`config.mk`:
```
export PLATFORM = sky130hd
export DESIGN_NAME = amd_blend_chan
export DESIGN_NICKNAME = d
export VERILOG_FILES = /design/src/rtl/amd_pkg.sv /design/src/rtl/amd_blend_chan.sv
export SDC_FILE = /design/constraint.sdc
export NUM_CORES = 2
export LEC_CHECK = 0
export BUFFER_PORTS_ARGS = -buffer_cell sky130_fd_sc_hd__buf_4
export CAP_MARGIN = 20
export CORE_ASPECT_RATIO = 0.75
export CORE_MARGIN = 4
export CORE_UTILIZATION = 40
export CTS_CLUSTER_SIZE = 8
export DETAILED_ROUTE_END_ITERATION = 8
export GPL_TIMING_DRIVEN = 1
export PLACE_DENSITY = 0.59
export SYNTH_ARGS = -nofsm -noshare
export SYNTH_HDL_FRONTEND = slang
export SYNTH_SLANG_ARGS = --single-unit
```
`constraint.sdc`:
```
create_clock -name i_clk -period 10.6 [get_ports i_clk]
set_clock_uncertainty 0.1 [all_clocks]
set_input_delay 2.12 -clock i_clk [delete_from_list [all_inputs] [get_ports i_clk]]
set_output_delay 2.12 -clock i_clk [all_outputs]
set_load 0.01 [all_outputs]
```
`src/rtl/amd_pkg.sv`:
```
package amd_pkg;

    // Window and pixel geometry
    localparam int N_PIX    = 9;
    localparam int PIX_W    = 24;
    localparam int CH_W     = 8;
    localparam int N_CH     = 3;
    localparam int MED_RANK = 4;
    localparam int CENTER   = 4;

    // Configuration registers
    localparam int THR_W  = 24;
    localparam int WGT_W  = 4;
    localparam int CFG_DW = 24;

    localparam logic [THR_W-1:0] THR_RST = 24'd209714;
    localparam logic [WGT_W-1:0] WGT_RST = 4'd5;

    typedef enum logic {
        CFG_THRESHOLD = 1'b0,
        CFG_WEIGHT    = 1'b1
    } t_cfg_idx;

    // Luma fraction bits
    localparam int FRAC_BITS_DEF = 16;

    // Pipeline map: lane stages, merge stages, channel stages (last one is the output)
    localparam int STG_LUMA = 0;
    localparam int STG_RANK = 1;
    localparam int STG_MRG  = 2;
    localparam int N_MRG    = 4;
    localparam int STG_CHAN = STG_MRG + N_MRG;
    localparam int N_DIV    = CH_W;
    localparam int N_CHAN   = N_DIV + 2;
    localparam int N_STG    = STG_CHAN + N_CHAN;

    // Rounded luma weight, weight given in units of 1e-4
    function automatic int amd_luma_coef(input int fb, input int w);
        longint v;
        v = (longint'(w) << fb) + 64'sd5000;
        return int'(v / 64'sd10000);
    endfunction

    function automatic int amd_luma_w(input int fb);
        return fb + 8;
    endfunction

    // Width of the threshold after rescaling to the luma fraction bits
    function automatic int amd_thr_w(input int fb);
        return (fb >= 16) ? (fb + 8) : THR_W;
    endfunction

    // Width of the denominator, seven times the scaled threshold
    function automatic int amd_den_w(input int fb);
        return amd_thr_w(fb) + 3;
    endfunction

endpackage

```
`src/rtl/amd_blend_chan.sv`:
```
module amd_blend_chan #(
    parameter int FRAC_BITS = amd_pkg::FRAC_BITS_DEF
) (
    input  logic                                      i_clk,
    input  logic [amd_pkg::N_CHAN-1:0]                i_en,
    input  logic [amd_pkg::amd_den_w(FRAC_BITS)-1:0]  i_num,
    input  logic [amd_pkg::amd_den_w(FRAC_BITS)-1:0]  i_den,
    input  logic [amd_pkg::CH_W-1:0]                  i_orig,
    input  logic [amd_pkg::CH_W-1:0]                  i_med,
    output logic [amd_pkg::CH_W-1:0]                  o_chan
);
    import amd_pkg::*;

    localparam int DW = amd_den_w(FRAC_BITS);
    localparam int RW = DW + CH_W;

    logic [RW-1:0]   r_rem [N_DIV+1];
    logic [CH_W-1:0] r_q   [N_DIV+1];
    logic [CH_W-1:0] r_o   [N_DIV+1];
    logic            r_up  [N_DIV+1];
    logic            n_up;
    logic [CH_W-1:0] n_diff;
    logic [CH_W:0]   n_dn;
    logic [CH_W:0]   n_res;

    // Product of the blend numerator and the channel step
    assign n_up   = (i_med >= i_orig);
    assign n_diff = n_up ? (i_med - i_orig) : (i_orig - i_med);

    always_ff @(posedge i_clk) begin
        if (i_en[0]) begin
            r_rem[0] <= RW'(i_num) * RW'(n_diff);
            r_q[0]   <= '0;
            r_o[0]   <= i_orig;
            r_up[0]  <= n_up;
        end
    end

    // Restoring division by den, one quotient bit per stage, MSB first
    for (genvar s = 0; s < N_DIV; s++) begin : g_div
        localparam int K = N_DIV - 1 - s;
        logic [RW-1:0] w_sh;
        logic          w_ge;

        assign w_sh = RW'(i_den) << K;
        assign w_ge = (r_rem[s] >= w_sh);

        always_ff @(posedge i_clk) begin
            if (i_en[s+1]) begin
                r_rem[s+1] <= w_ge ? (r_rem[s] - w_sh) : r_rem[s];
                r_q[s+1]   <= {r_q[s][CH_W-2:0], w_ge};
                r_o[s+1]   <= r_o[s];
                r_up[s+1]  <= r_up[s];
            end
        end
    end

    // Floor the blended value: round the step up when moving down
    assign n_dn  = {1'b0, r_q[N_DIV]} + {{CH_W{1'b0}}, (r_rem[N_DIV] != '0)};
    assign n_res = r_up[N_DIV] ? ({1'b0, r_o[N_DIV]} + {1'b0, r_q[N_DIV]})
                               : ({1'b0, r_o[N_DIV]} - n_dn);

    always_ff @(posedge i_clk) begin
        if (i_en[N_CHAN-1]) begin
            o_chan <= n_res[CH_W-1:0];
        end
    end

endmodule

```
==> out/qor.yml <==
ant_nets: 0
synthMuxAreaShare: 0.0194
synth.distinct_cells: 93
hold_depth: 0
synthCells: 3572
setup_viol: 0
max-clock-path-buffers: 3
seq_area_frac_synth: 0.370
placementRows: 94
synth_common_cells: "edfxtp_1 (440), inv_1 (307), ha_1 (305)"
fillerInstances: 8417
clkSinkCount: 440
synth_area_leader_cell: "edfxtp_1"
finalPower_mw: 14.2
ys_warn_count: 0
die-area_um2: 94300
p_per_area_nw_per_um2: 363
rr_endpoint: "o_chan[6]"
floorplan.initialDensity: 0.405
crit_cells: 30
final-max-slew-violation-count: 0
synthFlopType: "edfxtp_1"
dpl.cell_count: 4731
p_clk_frac: 0.121
drcViolationCount: 0
grt_pass1_vias: 26023
vias: 25857
fin_crit_sh: 0.923
ctsHoldBuffers: 0
p_sw_mw: 6.18
crit_family: "compound AO/OA/AOI/OAI gates"
wire_per_inst_um: 18.0
worst_pin_slew_ns: 1.16
syn_nets: 4121
period_minus_slack_ns: 9.78
holdPathEnd: "r_o[1][31]"
synth_edf_count: 440
nets: 4191
postCtsResizedCells: 0
synth-xor-area-share: 0.0630
synth-simple-area-share: 0.142
first_pass_iters: 5
grt_overflow_total: 0
synth_top_family_by_area: "adder cells"
status: "finished clean"
p_leak_nw: 16.0
max_freq_ghz: 0.102
grt_usage: 0.183
hold_path.startpoint: "r_o[1][23]"
ctsRootBufferMaster: "clkbuf_16"
hold_viol: 0
synthAdderAreaFrac: 0.198
crit_type: "in2reg"
synth_area_um2: 35700
io_pins: 89
worst_ep_required_time_ns: 10.86
fin_util: 0.445
cts_tree: "yes"
wirelength_um: 86400
path_clk_slew_ns: 0.05
r2r_cells: 15
combinationalPowerShare: 0.631
synth_area_per_cell_um2: 10.0
final.setup.worst_slack_ns: 0.821
pwr-share-seq: 0.248
synth-seq-cells: 440
synth.area.top_cells: "edfxtp_1 (37%), ha_1 (11%), fa_1 (9.1%)"
synth-compound-area-share: 0.164
arrival_ns: 10.04
worstSkewPairLatency_ns: 0.63
coreArea_um2: 88200
gp_congestion: 0.852
drv_cap: 0
synth_top_area_share: 0.370
slowest_delay_ns: 0.55
reg2reg_from: "r_rem[0][305]"
vias_per_cell: 5.39
critical_path_buf_inv_count: 5
htree_levels: 2
place_hpwl_um: 68300
antenna_found_initial: 2
relSlewSlack: 0.219
die_width_um: 353
cp-start-kind: "primary input"
rsz0062_at_grt: "false"
io_buffers: 88
fin_cells: 4800
drive_gt1_frac: 0.0735
path_max_fanout: 11
crit_slowest_cell: "fa_1"
die_h_um: 267
drt-initial-drc-count: 1641
cts_buffers: 61
end_kind: "register"
area_growth_pct: 9.72
cpMostUsedCell: "fa_1"
synthArstFlopShare: 0
tns_ns: 0
r2r_setup_slack_ns: 6.11
switching_share: 0.434
grt_pass1_wl_um: 140000
dp_slack_ns: 0.234
grt_max_degree: 55
hold_path.class: "reg2reg"
p_int_mw: 8.06
ir_drop_v: 0.000261
cts_setup_buffers: 0
synth.most_common_cell: "edfxtp_1"
## final cells by class
class / instances / area [um2] / area share
antenna: 2 / 5.00 / 0.000128
clock inverter: 5 / 48.8 / 0.00124
clock buffer: 62 / 1530 / 0.0390
sequential: 440 / 13200 / 0.337
tap: 1152 / 1440 / 0.0368
timing repair buffer: 104 / 781 / 0.0199
multi-input combinational: 2727 / 21000 / 0.537
inverter: 308 / 1160 / 0.0295
## cell families after synthesis
family,Yosys count
AOI/OAI and AO/OA,925
xor gates and xnor gates,257
adders and majority gates,468
buffers and inverters,405
muxes,63
and+or+nand+nor,1014
DFF,440
## metrics by stage
step / area, um2 / hold slack (ns)
6_report: 39200 / 0.306
5_1_grt: 39200 / 0.314
4_1_cts: 39200 / 0.287
3_5_place_dp: 37600 / 0.305
3_3_place_gp: 37600 / 0.303
2_1_floorplan: 35700 / 0.300
## metal layers
layer	track usage	routed length [um]	vias to the layer above
li1	-	-	12953
met1	0.254	41300	12233
met5	0	0	-
met2	0.301	39000	543
met3	0.0224	3450	128
met4	0.0563	2620	0
## power groups by stage
| stage | Sequential (mW) | Clock (mW) | Combinational, mW |
|---|---|---|---|
| after floorplan | 3.38 | 0 | 7.18 |
| after global placement | 3.55 | 0 | 8.87 |
| after detailed placement | 3.55 | 0 | 8.93 |
| after CTS | 3.52 | 1.78 | 8.98 |
| after global routing | 3.59 | 1.87 | 10.2 |
| final | 3.53 | 1.72 | 8.98 |
## state kept, by name, indices dropped and copies added (netlist names)
signal  cells
r_up        9
o_chan      8
r_q        36
r_rem     315
r_o        72
## worst max-delay path by stage
stage / from / to
after global placement: i_med[0] / r_rem[0][26]
after global routing: i_med[0] / r_rem[0][26]
final: i_med[0] / r_rem[0][26]
after CTS: i_med[0] / r_rem[0][26]
after floorplan: i_med[0] / r_rem[0][26]
after detailed placement: i_med[0] / r_rem[0][26]
## cells in the final DEF (no fill, tap or decap), types with 11 or more instances in the layout
cell type and count:
buf_4 104, ha_1 305, or2_2 11, xnor2_1 149
a21o_1 94, a211o_1 11, nand2b_1 45, o21bai_1 37
nand4_1 39, nor3_1 46, or3_1 20, o31a_1 20
clkbuf_16 61, nand2_1 284, a21oi_1 304, inv_1 307
edfxtp_1 440, a31oi_1 22, mux2_2 42, nor2_1 222
and3_1 15, a211oi_1 26, xor2_1 106, nor2b_1 45
and2_1 162, nor4_1 26, o21a_1 35, o21ai_0 225
mux2i_1 14, o211ai_1 22, fa_1 163, o31ai_1 20
nand3_1 49
Power figures use the tool's default switching activity.
