## src/rtl/amd_pkg.sv

```systemverilog
package amd_pkg;

    // Window and pixel geometry
    localparam int N_PIX    = 9;
    localparam int PIX_W    = 24;
    localparam int CH_W     = 8;
    localparam int N_CH     = 3;
    localparam int MED_RANK = 4;
    localparam int CENTER   = 4;

    // Configuration registers
    localparam int THR_W  = 24;
    localparam int WGT_W  = 4;
    localparam int CFG_DW = 24;

    localparam logic [THR_W-1:0] THR_RST = 24'd209714;
    localparam logic [WGT_W-1:0] WGT_RST = 4'd5;

    typedef enum logic {
        CFG_THRESHOLD = 1'b0,
        CFG_WEIGHT    = 1'b1
    } t_cfg_idx;

    // Luma fraction bits
    localparam int FRAC_BITS_DEF = 16;

    // Pipeline map: lane stages, merge stages, channel stages (last one is the output)
    localparam int STG_LUMA = 0;
    localparam int STG_RANK = 1;
    localparam int STG_MRG  = 2;
    localparam int N_MRG    = 4;
    localparam int STG_CHAN = STG_MRG + N_MRG;
    localparam int N_DIV    = CH_W;
    localparam int N_CHAN   = N_DIV + 2;
    localparam int N_STG    = STG_CHAN + N_CHAN;

    // Rounded luma weight, weight given in units of 1e-4
    function automatic int amd_luma_coef(input int fb, input int w);
        longint v;
        v = (longint'(w) << fb) + 64'sd5000;
        return int'(v / 64'sd10000);
    endfunction

    function automatic int amd_luma_w(input int fb);
        return fb + 8;
    endfunction

    // Width of the threshold after rescaling to the luma fraction bits
    function automatic int amd_thr_w(input int fb);
        return (fb >= 16) ? (fb + 8) : THR_W;
    endfunction

    // Width of the denominator, seven times the scaled threshold
    function automatic int amd_den_w(input int fb);
        return amd_thr_w(fb) + 3;
    endfunction

endpackage

```

## src/rtl/amd_merge.sv

```systemverilog
module amd_merge #(
    parameter int FRAC_BITS = amd_pkg::FRAC_BITS_DEF
) (
    input  logic                                       i_clk,
    input  logic [amd_pkg::N_MRG-1:0]                  i_en,
    input  logic [amd_pkg::amd_luma_w(FRAC_BITS)-1:0]  i_lum [amd_pkg::N_PIX],
    input  logic [amd_pkg::PIX_W-1:0]                  i_pix [amd_pkg::N_PIX],
    input  logic [amd_pkg::N_PIX-1:0]                  i_med,
    input  logic [amd_pkg::N_PIX-1:0]                  i_mid,
    input  logic [amd_pkg::WGT_W-1:0]                  i_wgt,
    input  logic [amd_pkg::amd_den_w(FRAC_BITS)-1:0]   i_den,
    output logic [amd_pkg::amd_den_w(FRAC_BITS)-1:0]   o_num,
    output logic [amd_pkg::PIX_W-1:0]                  o_c_pix,
    output logic [amd_pkg::PIX_W-1:0]                  o_m_pix
);
    import amd_pkg::*;

    localparam int LW = amd_luma_w(FRAC_BITS);
    localparam int SW = LW + 3;
    localparam int NW = SW + WGT_W;
    localparam int DW = amd_den_w(FRAC_BITS);
    localparam int EW = (NW > DW) ? NW : DW;

    logic [LW-1:0]    n_lm;
    logic [PIX_W-1:0] n_mpix;
    logic [SW-1:0]    n_sum;
    logic [LW-1:0]    r_lm_a, r_lc_a;
    logic [SW-1:0]    r_sum_a;
    logic [PIX_W-1:0] r_c_a, r_m_a, r_c_b, r_m_b, r_c_c, r_m_c;
    logic [LW-1:0]    n_d1;
    logic [SW-1:0]    n_lm7;
    logic [SW-1:0]    r_pos_b, r_nd_b, r_pos_c;
    logic [NW-1:0]    r_neg_c;
    logic [EW-1:0]    n_pe, n_ne, n_diff;

    // Select the median pixel and sum the middle seven lumas
    always_comb begin
        n_lm   = '0;
        n_mpix = '0;
        n_sum  = '0;
        for (int i = 0; i < N_PIX; i++) begin
            if (i_med[i]) begin
                n_lm   = n_lm | i_lum[i];
                n_mpix = n_mpix | i_pix[i];
            end
            if (i_mid[i]) n_sum = n_sum + SW'(i_lum[i]);
        end
    end

    always_ff @(posedge i_clk) begin
        if (i_en[0]) begin
            r_lm_a  <= n_lm;
            r_lc_a  <= i_lum[CENTER];
            r_sum_a <= n_sum;
            r_c_a   <= i_pix[CENTER];
            r_m_a   <= n_mpix;
        end
    end

    // Both distances, scaled by seven so the mean stays exact
    assign n_d1  = (r_lm_a >= r_lc_a) ? (r_lm_a - r_lc_a) : (r_lc_a - r_lm_a);
    assign n_lm7 = (SW'(r_lm_a) << 3) - SW'(r_lm_a);

    always_ff @(posedge i_clk) begin
        if (i_en[1]) begin
            r_pos_b <= (SW'(n_d1) << 3) - SW'(n_d1);
            r_nd_b  <= (n_lm7 >= r_sum_a) ? (n_lm7 - r_sum_a) : (r_sum_a - n_lm7);
            r_c_b   <= r_c_a;
            r_m_b   <= r_m_a;
        end
    end

    // Weight the noisiness term
    always_ff @(posedge i_clk) begin
        if (i_en[2]) begin
            r_neg_c <= NW'(i_wgt) * NW'(r_nd_b);
            r_pos_c <= r_pos_b;
            r_c_c   <= r_c_b;
            r_m_c   <= r_m_b;
        end
    end

    // Clamp the blend numerator to [0, den]
    assign n_pe   = EW'(r_pos_c);
    assign n_ne   = EW'(r_neg_c);
    assign n_diff = (n_pe > n_ne) ? (n_pe - n_ne) : '0;

    always_ff @(posedge i_clk) begin
        if (i_en[3]) begin
            o_num   <= (n_diff > EW'(i_den)) ? i_den : DW'(n_diff);
            o_c_pix <= r_c_c;
            o_m_pix <= r_m_c;
        end
    end

endmodule

```

## config.mk

```make
export PLATFORM = sky130hd
export DESIGN_NAME = amd_merge
export DESIGN_NICKNAME = d
export VERILOG_FILES = /design/src/rtl/amd_pkg.sv /design/src/rtl/amd_merge.sv
export SDC_FILE = /design/constraint.sdc
export NUM_CORES = 1
export LEC_CHECK = 0
export ABC_CLOCK_PERIOD_IN_PS = 17900
export BUFFER_PORTS_ARGS = -buffer_cell sky130_fd_sc_hd__buf_2
export CORE_ASPECT_RATIO = 1.75
export CORE_MARGIN = 2
export CORE_UTILIZATION = 45
export DETAILED_ROUTE_END_ITERATION = 10
export PLACE_DENSITY = 0.62
export SLEW_MARGIN = 20
export SYNTH_ARGS = -nofsm -noshare
export SYNTH_HDL_FRONTEND = slang
export SYNTH_SLANG_ARGS = --single-unit
```

## constraint.sdc

```tcl
create_clock -name i_clk -period 17.9 [get_ports i_clk]
set_input_delay 0.895 -clock i_clk [delete_from_list [all_inputs] [get_ports i_clk]]
set_output_delay 0.895 -clock i_clk [all_outputs]
set_load 0.01 [all_outputs]
```

==> results by group <==
Finish
  • Final cell utilization of the core: 51.6%
  • Fraction of final layout cells sized beyond drive strength 1: 16.6%
  • Most frequent cells in the layout: sky130_fd_sc_hd__buf_2, sky130_fd_sc_hd__ha_1, sky130_fd_sc_hd__edfxtp_1
  • Most common library cell in the layout ignoring fill and taps: sky130_fd_sc_hd__buf_2
  • Synthesis-to-finish area growth: 13.5%
  • Final nets: 5,603

Worst setup path
  • Type of element launching the critical path: input pin
  • Crit path buffers/inverters: 2
  • WP data required: 18,230 ps
  • Max FO, Critical Path: 28
  • Reg2Reg Depth: 26
  • Data arrival, critical path: 15,510 ps
  • Capturing element type of the critical path: register
  • Worst Setup SP: i_mid[0]
  • CP dominant cell by count: sky130_fd_sc_hd__ha_1
  • Setup slack of the most critical reg-to-reg path: 9710 ps
  • Crit Reg-Reg Endpoint: r_pos_b[26]
  • Largest delay contributor family on the critical path: compound AO/OA/AOI/OAI gates
  • Start-to-end type of the worst setup path: in -> reg
  • Source of the worst register-to-register timing path: r_lm_a[9]
  • Slowest Stage Delay on Critical Path: 860 ps
  • Crit-path slowest cell: sky130_fd_sc_hd__o311ai_0

Floorplanning
  • Total core area: 84,500 um2
  • Horizontal die dimension: 225 um
  • Total Die Area: 87,800 um2
  • Total number of placement rows: 141
  • Initial standard-cell utilization of the core: 45.4%
  • Number of placed I/O pins: 561
  • Die Height: 390 um

Global routing
  • Initial antenna violation count: 15
  • Maximum number of pins on one net before global-route repair: 76
  • Via count of the first global-routing pass: 34,723
  • Wire length of the first global-routing pass: 187 mm
  • Congestion Overflow GR: 0
  • Global-route usage over all layers: 27.9%

Clock network
  • Clock insertion delay at the later pin of the skew report: 590 ps
  • CTS buffer count: 41
  • Number of post-CTS setup repair buffers: 0
  • Deepest level of the CTS H-tree: 2
  • Clock-pin slew of the registers on the worst-case setup and hold paths: 70 ps
  • Library cell used as clock root buffer: sky130_fd_sc_hd__clkbuf_16
  • Clock Sink Count: 406
  • Maximum count of clock buffers along a single path: 3
  • CTS tree: done
  • Cts repair resizes: 0
  • Quantity of hold-fixing buffers added after cts: 0

Detailed routing
  • Initial DRT Pass Iterations: 9
  • Initial drt markers: 1,986
  • Residual antenna-violating net count after detailed routing: 0
  • Total DRC errors in the routed layout: 0
  • Number of vias per cell after detailed routing: 5.90
  • Detailed Route WL: 124 mm
  • Via Count: 33,877
  • Post-DR wirelength/cell: 21.6 um

STA
  • Number of endpoints with negative hold slack in the final report: 0
  • Final setup margin: 2720 ps
  • Total Neg Setup Slack: 0 ps
  • Post-layout minimum cycle time: 15,180 ps
  • Worst-margin pin slew: 1070 ps
  • Final worst path period share: 84.8%
  • Slew Limit Headroom: 27.8%
  • Worst clock skew: 28.7 ps
  • Pins Over Slew Limit: 0
  • RSZ-0062 raised after global routing: false
  • Worst hold slack after final layout: 389 ps
  • Max Clk Rate: 65.9 MHz
  • Total of endpoints with negative setup slack in the final report: 0

Synthesis
  • Share of synthesized flip-flops with an asynchronous set or reset: 0%
  • Multiplexer area fraction after synthesis: 3.54%
  • Number of flops mapped to enable cells by yosys: 406
  • Dominant combinational cell family by area after synthesis: compound AO/OA/AOI/OAI gates
  • Fraction of the mapped netlist area in compound gates: 22.8%
  • Primary FF master, synth: sky130_fd_sc_hd__edfxtp_1
  • Mapped Area: 38,400 um2
  • XOR/XNOR share of the synthesized area: 6.64%
  • Area fraction in and, or, nand and nor cells after synthesis: 12.7%
  • Count of mapped cells out of synthesis: 4,136
  • Mapped Nets: 5,116
  • Distinct cell type count of the synthesized netlist: 86
  • Flops & latches, synth: 406
  • Sequential element share of the synthesized area: 31.7%
  • Warning count from the yosys run: 0
  • Synthesized-area fraction occupied by adder cells: 17.4%
  • Post-Synthesis Mean Instance Area: 9.28 um2

Min path
  • Min-Delay Path Depth: 0
  • Hold Path Origin: r_m_a[10]
  • Worst Hold Path EP: r_m_b[10]
  • Classification of the worst-slack hold path: reg -> reg

Power and ir drop
  • Largest voltage drop on the vdd net: 0.106 mV
  • Post-route total power: 0.00803 W
  • Leakage power summed over all cells: 19.9 nW
  • Power density over the cells: 184 nW/um2

Run
  • Max-capacitance violation count: 0

Place
  • Final GP Congestion: 0.984
  • Worst setup timing slack at the placement stage: 2330 ps
  • HPWL after detailed placement: 104 mm
  • Port bufs: 560

Outcome
  • Result of the run: finished, final reports clean
-- how the worst max path moves through the flow --
stage	to	slack, ps	depth (start not counted)
CTS	r_sum_a[26]	2930	59
global placement	r_sum_a[26]	2560	59
finish	r_sum_a[26]	2720	60
global route	r_sum_a[26]	2020	60
detailed placement	r_sum_a[26]	2330	60
floorplan	r_sum_a[26]	4820	61
-- report_power, final --
group / total (W) / internal (W) / switching [W]
combinational: 0.00564 / 0.00247 / 0.00317
sequential: 0.00154 / 0.00144 / 0.000105
clock: 0.000845 / 0.000470 / 0.000374
-- metal layers --
metal | vias up | part of all wire [%] | track usage, % | wire, um
met2 | 1194 | 52 | 53.2 | 65000
met5 | - | 0.0089 | 0 | 11
met4 | 2 | 6.9 | 17.6 | 8630
li1 | 16276 | - | - | -
met3 | 360 | 5.3 | 2.93 | 6600
met1 | 16045 | 35 | 28.5 | 43900
-- cell families (layout without fill, tap and decap cells) --
logic type                 count (synthesis)  in the layout
AOI/OAI and AO/OA                       1277           1277
xor gates and xnor gates                 291            291
adders and majority gates                498            498
buffers and inverters                    522           1041
DFF                                      406            406
muxes                                    123            123
other                                      0             12
and+or+nand+nor                         1019           1019
-- through the flow --
step | cell area, um2 | cells
6_report | 43600 | 5739
4_1_cts | 43500 | 5727
2_1_floorplan | 38400 | 4136
3_3_place_gp | 42200 | 5652
5_1_grt | 43600 | 5734
3_5_place_dp | 42200 | 5652
-- sequential cells by signal, indices dropped and copies added (netlist names) --
signal / count
o_c_pix: 24
r_lc_a: 24
r_c_a: 24
o_num: 27
r_pos_c: 27
r_c_c: 24
r_lm_a: 24
r_c_b: 24
r_pos_b: 27
r_m_b: 24
n_ne: 31
r_m_c: 24
o_m_pix: 24
r_m_a: 24
r_sum_a: 27
r_nd_b: 27
-- area by class of cell --
class / count / area (um2)
Antenna cell: 12 / 30.0
Clock buffer: 45 / 1040
Clock inverter: 30 / 285
Fill cell: 8047 / 40900
Inverter: 382 / 1430
Multi-Input combinational cell: 3208 / 24300
Sequential cell: 406 / 12200
Tap cell: 1072 / 1340
Timing Repair Buffer: 584 / 3000
-- cell usage after synthesis, types with 77 or more instances --
master / instances / area, um2
sky130_fd_sc_hd__o21ai_0: 207 / 1040
sky130_fd_sc_hd__a21oi_1: 321 / 1610
sky130_fd_sc_hd__a22o_1: 77 / 674
sky130_fd_sc_hd__inv_1: 382 / 1430
sky130_fd_sc_hd__xor2_1: 102 / 893
sky130_fd_sc_hd__nor2_1: 242 / 908
sky130_fd_sc_hd__clkbuf_1: 118 / 443
sky130_fd_sc_hd__ha_1: 431 / 5390
sky130_fd_sc_hd__nand3_1: 116 / 581
sky130_fd_sc_hd__xnor2_1: 189 / 1660
sky130_fd_sc_hd__nand2_1: 294 / 1100
sky130_fd_sc_hd__edfxtp_1: 406 / 12200
sky130_fd_sc_hd__mux2_2: 82 / 923
sky130_fd_sc_hd__a21o_1: 154 / 1160
No activity file was read; power rests on OpenSTA's default activity.
