[src/rtl/amd_pkg.sv]
package amd_pkg;

    // Window and pixel geometry
    localparam int N_PIX    = 9;
    localparam int PIX_W    = 24;
    localparam int CH_W     = 8;
    localparam int N_CH     = 3;
    localparam int MED_RANK = 4;
    localparam int CENTER   = 4;

    // Configuration registers
    localparam int THR_W  = 24;
    localparam int WGT_W  = 4;
    localparam int CFG_DW = 24;

    localparam logic [THR_W-1:0] THR_RST = 24'd209714;
    localparam logic [WGT_W-1:0] WGT_RST = 4'd5;

    typedef enum logic {
        CFG_THRESHOLD = 1'b0,
        CFG_WEIGHT    = 1'b1
    } t_cfg_idx;

    // Luma fraction bits
    localparam int FRAC_BITS_DEF = 16;

    // Pipeline map: lane stages, merge stages, channel stages (last one is the output)
    localparam int STG_LUMA = 0;
    localparam int STG_RANK = 1;
    localparam int STG_MRG  = 2;
    localparam int N_MRG    = 4;
    localparam int STG_CHAN = STG_MRG + N_MRG;
    localparam int N_DIV    = CH_W;
    localparam int N_CHAN   = N_DIV + 2;
    localparam int N_STG    = STG_CHAN + N_CHAN;

    // Rounded luma weight, weight given in units of 1e-4
    function automatic int amd_luma_coef(input int fb, input int w);
        longint v;
        v = (longint'(w) << fb) + 64'sd5000;
        return int'(v / 64'sd10000);
    endfunction

    function automatic int amd_luma_w(input int fb);
        return fb + 8;
    endfunction

    // Width of the threshold after rescaling to the luma fraction bits
    function automatic int amd_thr_w(input int fb);
        return (fb >= 16) ? (fb + 8) : THR_W;
    endfunction

    // Width of the denominator, seven times the scaled threshold
    function automatic int amd_den_w(input int fb);
        return amd_thr_w(fb) + 3;
    endfunction

endpackage

[src/rtl/amd_lane.sv]
module amd_lane #(
    parameter int FRAC_BITS = amd_pkg::FRAC_BITS_DEF,
    parameter int IDX       = 0
) (
    input  logic                                       i_clk,
    input  logic                                       i_en_luma,
    input  logic                                       i_en_rank,
    input  logic [amd_pkg::PIX_W-1:0]                  i_pix,
    input  logic [amd_pkg::amd_luma_w(FRAC_BITS)-1:0]  i_lum_all [amd_pkg::N_PIX],
    output logic [amd_pkg::amd_luma_w(FRAC_BITS)-1:0]  o_lum_early,
    output logic [amd_pkg::amd_luma_w(FRAC_BITS)-1:0]  o_lum,
    output logic [amd_pkg::PIX_W-1:0]                  o_pix,
    output logic                                       o_med,
    output logic                                       o_mid
);
    import amd_pkg::*;

    localparam int LW = amd_luma_w(FRAC_BITS);
    localparam logic [LW-1:0] CR = LW'(amd_luma_coef(FRAC_BITS, 2126));
    localparam logic [LW-1:0] CG = LW'(amd_luma_coef(FRAC_BITS, 7152));
    localparam logic [LW-1:0] CB = LW'(amd_luma_coef(FRAC_BITS, 722));
    localparam logic [3:0] RANK_MED = 4'(MED_RANK);
    localparam logic [3:0] RANK_MAX = 4'(N_PIX - 1);

    logic [LW-1:0]    r_lum1;
    logic [PIX_W-1:0] r_pix1;
    logic [LW-1:0]    n_lum;
    logic [3:0]       n_cnt;

    // Luma of this pixel
    assign n_lum = CR * LW'(i_pix[23:16]) + CG * LW'(i_pix[15:8]) + CB * LW'(i_pix[7:0]);

    always_ff @(posedge i_clk) begin
        if (i_en_luma) begin
            r_lum1 <= n_lum;
            r_pix1 <= i_pix;
        end
    end

    assign o_lum_early = r_lum1;

    // Stable rank: count lanes that sort ahead, earlier lanes win ties
    always_comb begin
        n_cnt = '0;
        for (int j = 0; j < N_PIX; j++) begin
            if (j < IDX) begin
                if (i_lum_all[j] <= r_lum1) n_cnt = n_cnt + 4'd1;
            end else if (j > IDX) begin
                if (i_lum_all[j] < r_lum1) n_cnt = n_cnt + 4'd1;
            end
        end
    end

    always_ff @(posedge i_clk) begin
        if (i_en_rank) begin
            o_lum <= r_lum1;
            o_pix <= r_pix1;
            o_med <= (n_cnt == RANK_MED);
            o_mid <= (n_cnt != 4'd0) && (n_cnt != RANK_MAX);
        end
    end

endmodule

[config.mk]
export PLATFORM = sky130hd
export DESIGN_NAME = amd_lane
export DESIGN_NICKNAME = d
export VERILOG_FILES = /design/src/rtl/amd_pkg.sv /design/src/rtl/amd_lane.sv
export SDC_FILE = /design/constraint.sdc
export NUM_CORES = 1
export LEC_CHECK = 0
export BUFFER_PORTS_ARGS = -buffer_cell sky130_fd_sc_hd__buf_2
export CAP_MARGIN = 20
export CORE_MARGIN = 3
export CORE_UTILIZATION = 25
export DETAILED_ROUTE_END_ITERATION = 10
export HOLD_SLACK_MARGIN = 0.12
export PLACE_DENSITY = 0.39
export SLEW_MARGIN = 20
export SYNTH_ARGS = -nofsm -noshare
export SYNTH_HDL_FRONTEND = slang
export SYNTH_SLANG_ARGS = --single-unit
[constraint.sdc]
create_clock -name i_clk -period 10.9 [get_ports i_clk]
set_clock_uncertainty 0.15 [all_clocks]
set_input_delay 1.635 -clock i_clk [delete_from_list [all_inputs] [get_ports i_clk]]
set_output_delay 1.635 -clock i_clk [all_outputs]
set_load 0.02 [all_outputs]
==> impl_metrics.toml, run 1 <==
[sta]
rsz0062_at_grt = "no"
fin_setup_tns_ns = 0
max-slew-margin-rel_pct = 47.2
finalSetupViolCount = 0
fin_crit_sh_pct = 86.3
slew_viol_final = 0
min_period_ns = 9.41
hold_viol_final = 0
tightest_slew_ns = 0.792
fmax_ghz = 0.106

[finish]
seqCellArea_sq_um = 2940
drive_gt1_share_pct = 20.5
area_growth_pct = 19.4
design.final.nets = 2343
multi_input_area_sq_um = 10000
fill_cells = 5896
mostFrequentLayoutCell = "ha_1"
mostFrequentLayoutCells = "ha_1 (334), buf_2 (292), inv_1 (276), fa_1 (138), edfxtp_1 (98)"

[floorplan]
die_width_um = 243
rows = 86
start_util_pct = 25.3
core_sq_um = 55300
io_pins = 317
die_height_um = 243
die-area_sq_um = 58900

[hold_path]
min_to = "o_pix[1]$_DFFE_PP_"
worstHoldPathType = "register to register"
hold_path_depth = 0
worstHoldStart = "r_pix1[1]$_DFFE_PP_"

[worst_setup_path]
rr_startpoint = "o_lum_early[1]$_DFFE_PP_"
ff2ff_setup_slack_ns = 2.72
critPathMaxStageDelay_ns = 0.55
worst_ep_required_time_ns = 10.86
r2r_cells = 32
slowest_stage = "fa_1"
cpMostUsedCell = "fa_1"
cp.arrival_ns = 9.37
r2r-end = "o_med$_DFFE_PP_"
setup.worst_path.end_class = "register"
critPathKind = "input pin to register"
cp-start-kind = "input pin"
path_max_fanout = 6

[clock_network]
insertion_delay_ns = 0.39
cts_tree = "yes"
root_buffer = "clkbuf_16"
clockBufferDepth = 2
h-tree-depth = 3
post-cts-setup-buffers = 0
clk_pin_slew_worst_paths_ns = 0.07
ctsHoldBuffers = 0
clock-sinks = 98
cts-resized-gates = 0
cts_buffers = 9

[placed_design]
dp_hpwl_mm = 39.9
port_buffers = 292
place.gp.congestion = 0.918

[synthesis]
syn_inst = 1323
syn_area_per_cell_sq_um = 10.6
synthDistinctLibCells = 64
async_reset_ff_share_pct = 0
synth_area_sq_um = 14000
mappedNetlistNets = 2038
yosysWarnings = 0
ys_ff_latch = 98
synth_flop_cell = "edfxtp_1"
synth_seq_area_share_pct = 21.0
synth_edf_count = 98

[routing]
via_count = 10600
post-route-drc-count = 0
drt_pass1_iterations = 4
ant_nets = 0
totalWireLength_mm = 45.9
post_drt_wl_per_cell_um = 19.3
avgViaCountPerCell = 4.44
drt_iter0_drc = 360

[global_routing]
grt_max_degree = 51
antenna_found_initial = 0
grt_pass1_wl_mm = 69.6
gr-total-overflow = 0
grt_use_total_pct = 15.7
grt_pass1_vias = 11500

[run]
drv_cap = 0

[run_status]
outcome = "completed"
-- worst max-delay path by stage --
stage,startpoint,to,depth (start not counted)
final,i_pix[2],o_lum_early[23]$_DFFE_PP_,31
after detailed placement,i_pix[2],o_lum_early[23]$_DFFE_PP_,31
after floorplan,i_pix[2],o_lum_early[23]$_DFFE_PP_,33
after CTS,i_pix[2],o_lum_early[23]$_DFFE_PP_,31
after global placement,i_pix[2],o_lum_early[23]$_DFFE_PP_,31
after global routing,i_pix[2],o_lum_early[23]$_DFFE_PP_,31
-- sequential cells by signal, indices dropped and copies added, names as in the netlist --
signal,cells
o_lum,24
o_lum_early,24
o_pix,24
r_pix1,24
o_med,1
o_mid,1
-- kinds of logic after synthesis --
family | Yosys count | synth area share, %
simple gates | 193 | 7.39
fa+ha+maj | 472 | 49.5
mux | 1 | 0.0803
buf+inv | 276 | 7.39
flops | 98 | 21.0
compound gates | 240 | 11.6
xor+xnor | 43 | 3.04
-- stage by stage --
stage	hold slack, ns	util (%)	setup WS (ns)	instances	cell area [sq um]
finish	0.270	30.3	1.49	2382	16700
global route	0.277	30.3	0.831	2381	16700
CTS	0.272	30.3	1.36	2381	16700
detailed placement	0.256	29.7	0.933	2365	16400
global placement	0.252	29.7	1.02	2365	16400
floorplan	0.250	-	2.08	1323	14000
-- area by class of cell --
type                       count  share of cell area, %
multi-input combinational    949                   60.0
sequential                    98                   17.6
antenna                        1                 0.0149
clock inverter                 7                  0.508
inverter                     276                   6.19
clock buffer                   9                   1.35
tap                          748                   5.59
timing repair buffer         294                   8.82
-- routing by layer --
layer / wire length, um / share of wire (%) / vias up / track usage [%]
met5: 0 / 0 / - / 0
met4: 504 / 1.1 / 0 / 2.93
met3: 1530 / 3.3 / 19 / 2.26
met2: 23400 / 51 / 215 / 29.0
met1: 20500 / 45 / 5121 / 19.6
li1: - / - / 5228 / -
-- cell usage after synthesis (all sizes together), types with 2 or more instances --
cell type  number  area (sq um)
or4             4          37.5
xor2            7          61.3
nor3b           5          48.8
a41oi           4          42.6
nor2           44           173
o21a           11          82.6
o211ai         15           113
a21oi          65           329
nor2b          12          75.1
fa            138          2760
xnor2          33           297
nand3          14          70.1
a31o            2          17.5
a21o           39           293
a2111oi         2          17.5
o221ai          2          17.5
nand2          35           131
inv           276          1040
and3            9          56.3
edfxtp         98          2940
a31oi           9          71.3
nor4            9          56.3
or3             3          18.8
o21ai          42           210
a21boi          2          15.0
and4            3          26.3
nor3           17           100
nand2b          8          50.1
o31a            2          17.5
xnor3           3          68.8
ha            334          4180
o21bai         11          82.6
o31ai           7          71.3
a221oi          4          41.3
or2             6          37.5
nand4          20           125
and2            2          12.5
o2111ai         5          43.8
a211oi         10          75.1
-- critical path: cells and delay by family --
kind                     cells  cell delay, ns
AND/OR/NAND/NOR              1            0.20
AO/OA/AOI/OAI               11            2.14
buffers and inverters        7            0.61
adder cells (fa/ha/maj)     10            4.47
XOR/XNOR                     2            0.31
Power of run 1 is not shown: default switching activity piles up to over one toggle a cycle in this logic, so the estimate is an artifact.
==> run 2: changes to the inputs <==
Settings changed: RECOVER_POWER set to 25.
==> run 2 against run 1 <==
  * Via count hardly changed
  * Maximum frequency is 2.2% lower
  * Sequential share of layout area hardly changed
  * Routed wire length hardly changed
  * Largest cell class unchanged
  * Utilization hardly changed
  * Worst setup slack worse by 0.21 ns
  * Die area stayed put
  * Global-route usage stayed put
  * Cell count stayed put
  * Critical path depth stayed put
  * Critical endpoint unchanged
==> impl_metrics.toml, run 2 (same netlist as run 1, synthesis figures left out) <==
[run_status]
outcome = "completed"

[floorplan]
start_util_pct = 25.3
die-area_sq_um = 58900
die_width_um = 243
die_height_um = 243
io_pins = 317
rows = 86
core_sq_um = 55300

[finish]
seqCellArea_sq_um = 2940
multi_input_area_sq_um = 10000
design.final.nets = 2343
mostFrequentLayoutCell = "ha_1"
fill_cells = 5903
area_growth_pct = 19.3
drive_gt1_share_pct = 19.3
mostFrequentLayoutCells = "ha_1 (334), inv_1 (276), buf_2 (273), fa_1 (138), edfxtp_1 (98)"

[clock_network]
ctsHoldBuffers = 0
insertion_delay_ns = 0.39
clk_pin_slew_worst_paths_ns = 0.07
h-tree-depth = 3
root_buffer = "clkbuf_16"
clockBufferDepth = 2
cts-resized-gates = 0
clock-sinks = 98
cts_buffers = 9
post-cts-setup-buffers = 0
cts_tree = "yes"

[sta]
fin_setup_tns_ns = 0
tightest_slew_ns = 0.792
fmax_ghz = 0.104
max-slew-margin-rel_pct = 47.2
slew_viol_final = 0
min_period_ns = 9.63
rsz0062_at_grt = "no"
hold_viol_final = 0
fin_crit_sh_pct = 88.3
finalSetupViolCount = 0

[routing]
avgViaCountPerCell = 4.44
ant_nets = 0
drt_iter0_drc = 357
drt_pass1_iterations = 4
totalWireLength_mm = 46.0
post_drt_wl_per_cell_um = 19.3
post-route-drc-count = 0
via_count = 10600

[worst_setup_path]
cpLargestDelayFamily = "adder cells"
slowest_stage = "fa_1"
cp.arrival_ns = 9.59
critPathMaxStageDelay_ns = 0.55
worst_ep_required_time_ns = 10.86
cpMostUsedCell = "fa_1"
setup.worst_path.end_class = "register"
path_max_fanout = 6
path_buf_inv = 7
rr_startpoint = "o_lum_early[1]$_DFFE_PP_"
r2r-end = "o_med$_DFFE_PP_"
ff2ff_setup_slack_ns = 2.72
cp-start-kind = "input pin"
r2r_cells = 32
critPathKind = "input pin to register"

[global_routing]
grt_pass1_vias = 11500
antenna_found_initial = 0
grt_pass1_wl_mm = 69.6
grt_use_total_pct = 15.7
grt_max_degree = 51
gr-total-overflow = 0

[placed_design]
dp_hpwl_mm = 39.9
place.gp.congestion = 0.918
port_buffers = 292

[hold_path]
worstHoldPathType = "register to register"
hold_path_depth = 0
worstHoldStart = "r_pix1[1]$_DFFE_PP_"
min_to = "o_pix[1]$_DFFE_PP_"

[run]
drv_cap = 0
-- run 2: area by class of cell --
class,count,area share (%)
inverter,276,6.20
antenna,1,0.0150
timing repair buffer,294,8.69
tap,748,5.60
clock buffer,9,1.35
sequential,98,17.6
multi-input combinational,949,60.0
clock inverter,7,0.509
-- run 2: metrics by stage --
stage          cell area (sq um)  util, %  std cells  hold slack (ns)  worst slack (ns)
5_1_grt                    16700     30.2       2381            0.277             0.570
2_1_floorplan              14000        -       1323            0.250              2.08
6_report                   16700     30.2       2382            0.270              1.27
3_5_place_dp               16400     29.7       2365            0.256             0.933
3_3_place_gp               16400     29.7       2365            0.252              1.02
4_1_cts                    16700     30.3       2381            0.272              1.36
-- run 2: layer usage --
layer / part of all wire (%) / global-route usage, %
met2: 51 / 29.0
met4: 1.1 / 2.93
met5: 0 / 0
met1: 45 / 19.6
met3: 3.3 / 2.26
-- run 2: worst register-to-register path, delay by kind of cell (launching register included) --
| kind | cells | cell delay [ns] |
|---|---|---|
| flops | 1 | 0.44 |
| simple gates | 8 | 2.04 |
| buf+inv | 2 | 0.37 |
| fa+ha+maj | 7 | 1.97 |
| mux | 1 | 0.30 |
| compound gates | 14 | 2.74 |
-- run 2: worst max path at each step --
stage                         from                        end  slack (ns)  depth (start not counted)
final                     i_pix[2]  o_lum_early[23]$_DFFE_PP_        1.27                         31
after CTS                 i_pix[2]  o_lum_early[23]$_DFFE_PP_        1.36                         31
after detailed placement  i_pix[2]  o_lum_early[23]$_DFFE_PP_        0.93                         31
after floorplan           i_pix[2]  o_lum_early[23]$_DFFE_PP_        2.08                         33
after global routing      i_pix[2]  o_lum_early[23]$_DFFE_PP_        0.57                         31
after global placement    i_pix[2]  o_lum_early[23]$_DFFE_PP_        1.02                         31
Power of run 2 is left out for the same reason.
==> run 3: changes to the inputs <==
Settings changed: PLACE_DENSITY 0.39 to 0.5.
==> run 3 against run 2 <==
  * Global-route usage is essentially flat
  * Routed wire length grew 0.60%
  * Die area is the same
  * Critical endpoint unchanged
  * Highest routed layer is now met5
  * Cell count grew 0.21%
  * Critical path type unchanged
  * Design area is essentially flat
  * Sequential share of layout area is essentially flat
  * Worst setup slack gained 0.17 ns
  * Utilization is essentially flat
  * Count of clock-buffer cells in the layout grew 2
  * Hold slack gained 0.0018 ns
==> impl_metrics.toml, run 3 (same netlist as run 1, synthesis figures left out) <==
[worst_setup_path]
path_max_fanout = 6
critPathMaxStageDelay_ns = 0.56
setup.worst_path.end_class = "register"
cpMostUsedCell = "fa_1"
critPathKind = "input pin to register"
r2r_cells = 32
cp.arrival_ns = 9.44
worst_ep_required_time_ns = 10.88
cp-start-kind = "input pin"
slowest_stage = "fa_1"

[floorplan]
rows = 86
start_util_pct = 25.3
io_pins = 317
core_sq_um = 55300
die_height_um = 243
die-area_sq_um = 58900
die_width_um = 243

[clock_network]
clock-sinks = 98
clockBufferDepth = 2
cts-resized-gates = 0
insertion_delay_ns = 0.37
cts_buffers = 9
root_buffer = "clkbuf_16"
h-tree-depth = 3
ctsHoldBuffers = 0
cts_tree = "yes"
clk_pin_slew_worst_paths_ns = 0.07
post-cts-setup-buffers = 0

[placed_design]
port_buffers = 292
place.gp.congestion = 0.921
dpl_worst_slack_ns = 1.23
dp_hpwl_mm = 40.1

[routing]
via_count = 10700
post_drt_wl_per_cell_um = 19.4
drt_iter0_drc = 507
totalWireLength_mm = 46.2
post-route-drc-count = 0
drt_pass1_iterations = 5
ant_nets = 0
avgViaCountPerCell = 4.49

[sta]
fin_setup_tns_ns = 0
fin_crit_sh_pct = 86.8
fmax_ghz = 0.106
finalSetupViolCount = 0
max-slew-margin-rel_pct = 43.8
layout_setup_ws_ns = 1.44
tightest_slew_ns = 0.843
rsz0062_at_grt = "no"
slew_viol_final = 0
hold_viol_final = 0
min_period_ns = 9.46

[finish]
mostFrequentLayoutCell = "ha_1"
drive_gt1_share_pct = 19.2
fill_cells = 5860
design.final.nets = 2344
mostFrequentLayoutCells = "ha_1 (334), inv_1 (276), buf_2 (273), fa_1 (138), edfxtp_1 (98)"
area_growth_pct = 19.3

[hold_path]
worstHoldPathType = "register to register"
hold_path_depth = 0

[run_status]
outcome = "completed"

[global_routing]
grt_use_total_pct = 15.7
grt_max_degree = 51
antenna_found_initial = 4
grt_pass1_wl_mm = 69.6
grt_pass1_vias = 11700
gr-total-overflow = 0

[run]
drv_cap = 0
run 3: metrics by stage:
step / util, % / area (sq um) / hold slack, ns / cells
after global routing: 30.2 / 16700 / 0.279 / 2382
final: 30.2 / 16700 / 0.272 / 2387
after global placement: 29.7 / 16400 / 0.252 / 2366
after CTS: 30.3 / 16700 / 0.272 / 2382
after floorplan: - / 14000 / 0.250 / 1323
after detailed placement: 29.7 / 16400 / 0.255 / 2366
run 3: layout make-up:
type	instances	area, sq um	share of cell area, %
tap	748	936	5.60
sequential	98	2940	17.6
clock inverter	5	62.6	0.374
multi-input combinational	949	10000	60.0
inverter	276	1040	6.20
antenna	5	12.5	0.0748
clock buffer	11	233	1.39
timing repair buffer	295	1460	8.73
run 3: routing by layer:
layer	part of all wire, %	vias to the layer above	track usage, %
li1	-	5238	-
met1	43	5166	18.7
met2	49	255	28.2
met3	4.9	51	3.24
met4	3.1	6	5.31
met5	0.11	-	0
run 3: worst paths after layout:
check | start | to | slack, ns
max | i_pix[2] | o_lum_early[23]$_DFFE_PP_ | 1.44
min | r_pix1[2]$_DFFE_PP_ | o_pix[2]$_DFFE_PP_ | 0.27
max reg2reg | o_lum_early[1]$_DFFE_PP_ | o_med$_DFFE_PP_ | 2.42
min reg2reg | r_pix1[2]$_DFFE_PP_ | o_pix[2]$_DFFE_PP_ | 0.27
run 3: critical path, delay by kind of cell:
family	cells	cell delay [ns]
adders and majority gates	10	4.57
AOI/OAI and AO/OA	11	2.03
buffers and inverters	7	0.76
xor gates and xnor gates	2	0.26
and+or+nand+nor	1	0.18
Power of run 3 is left out for the same reason.
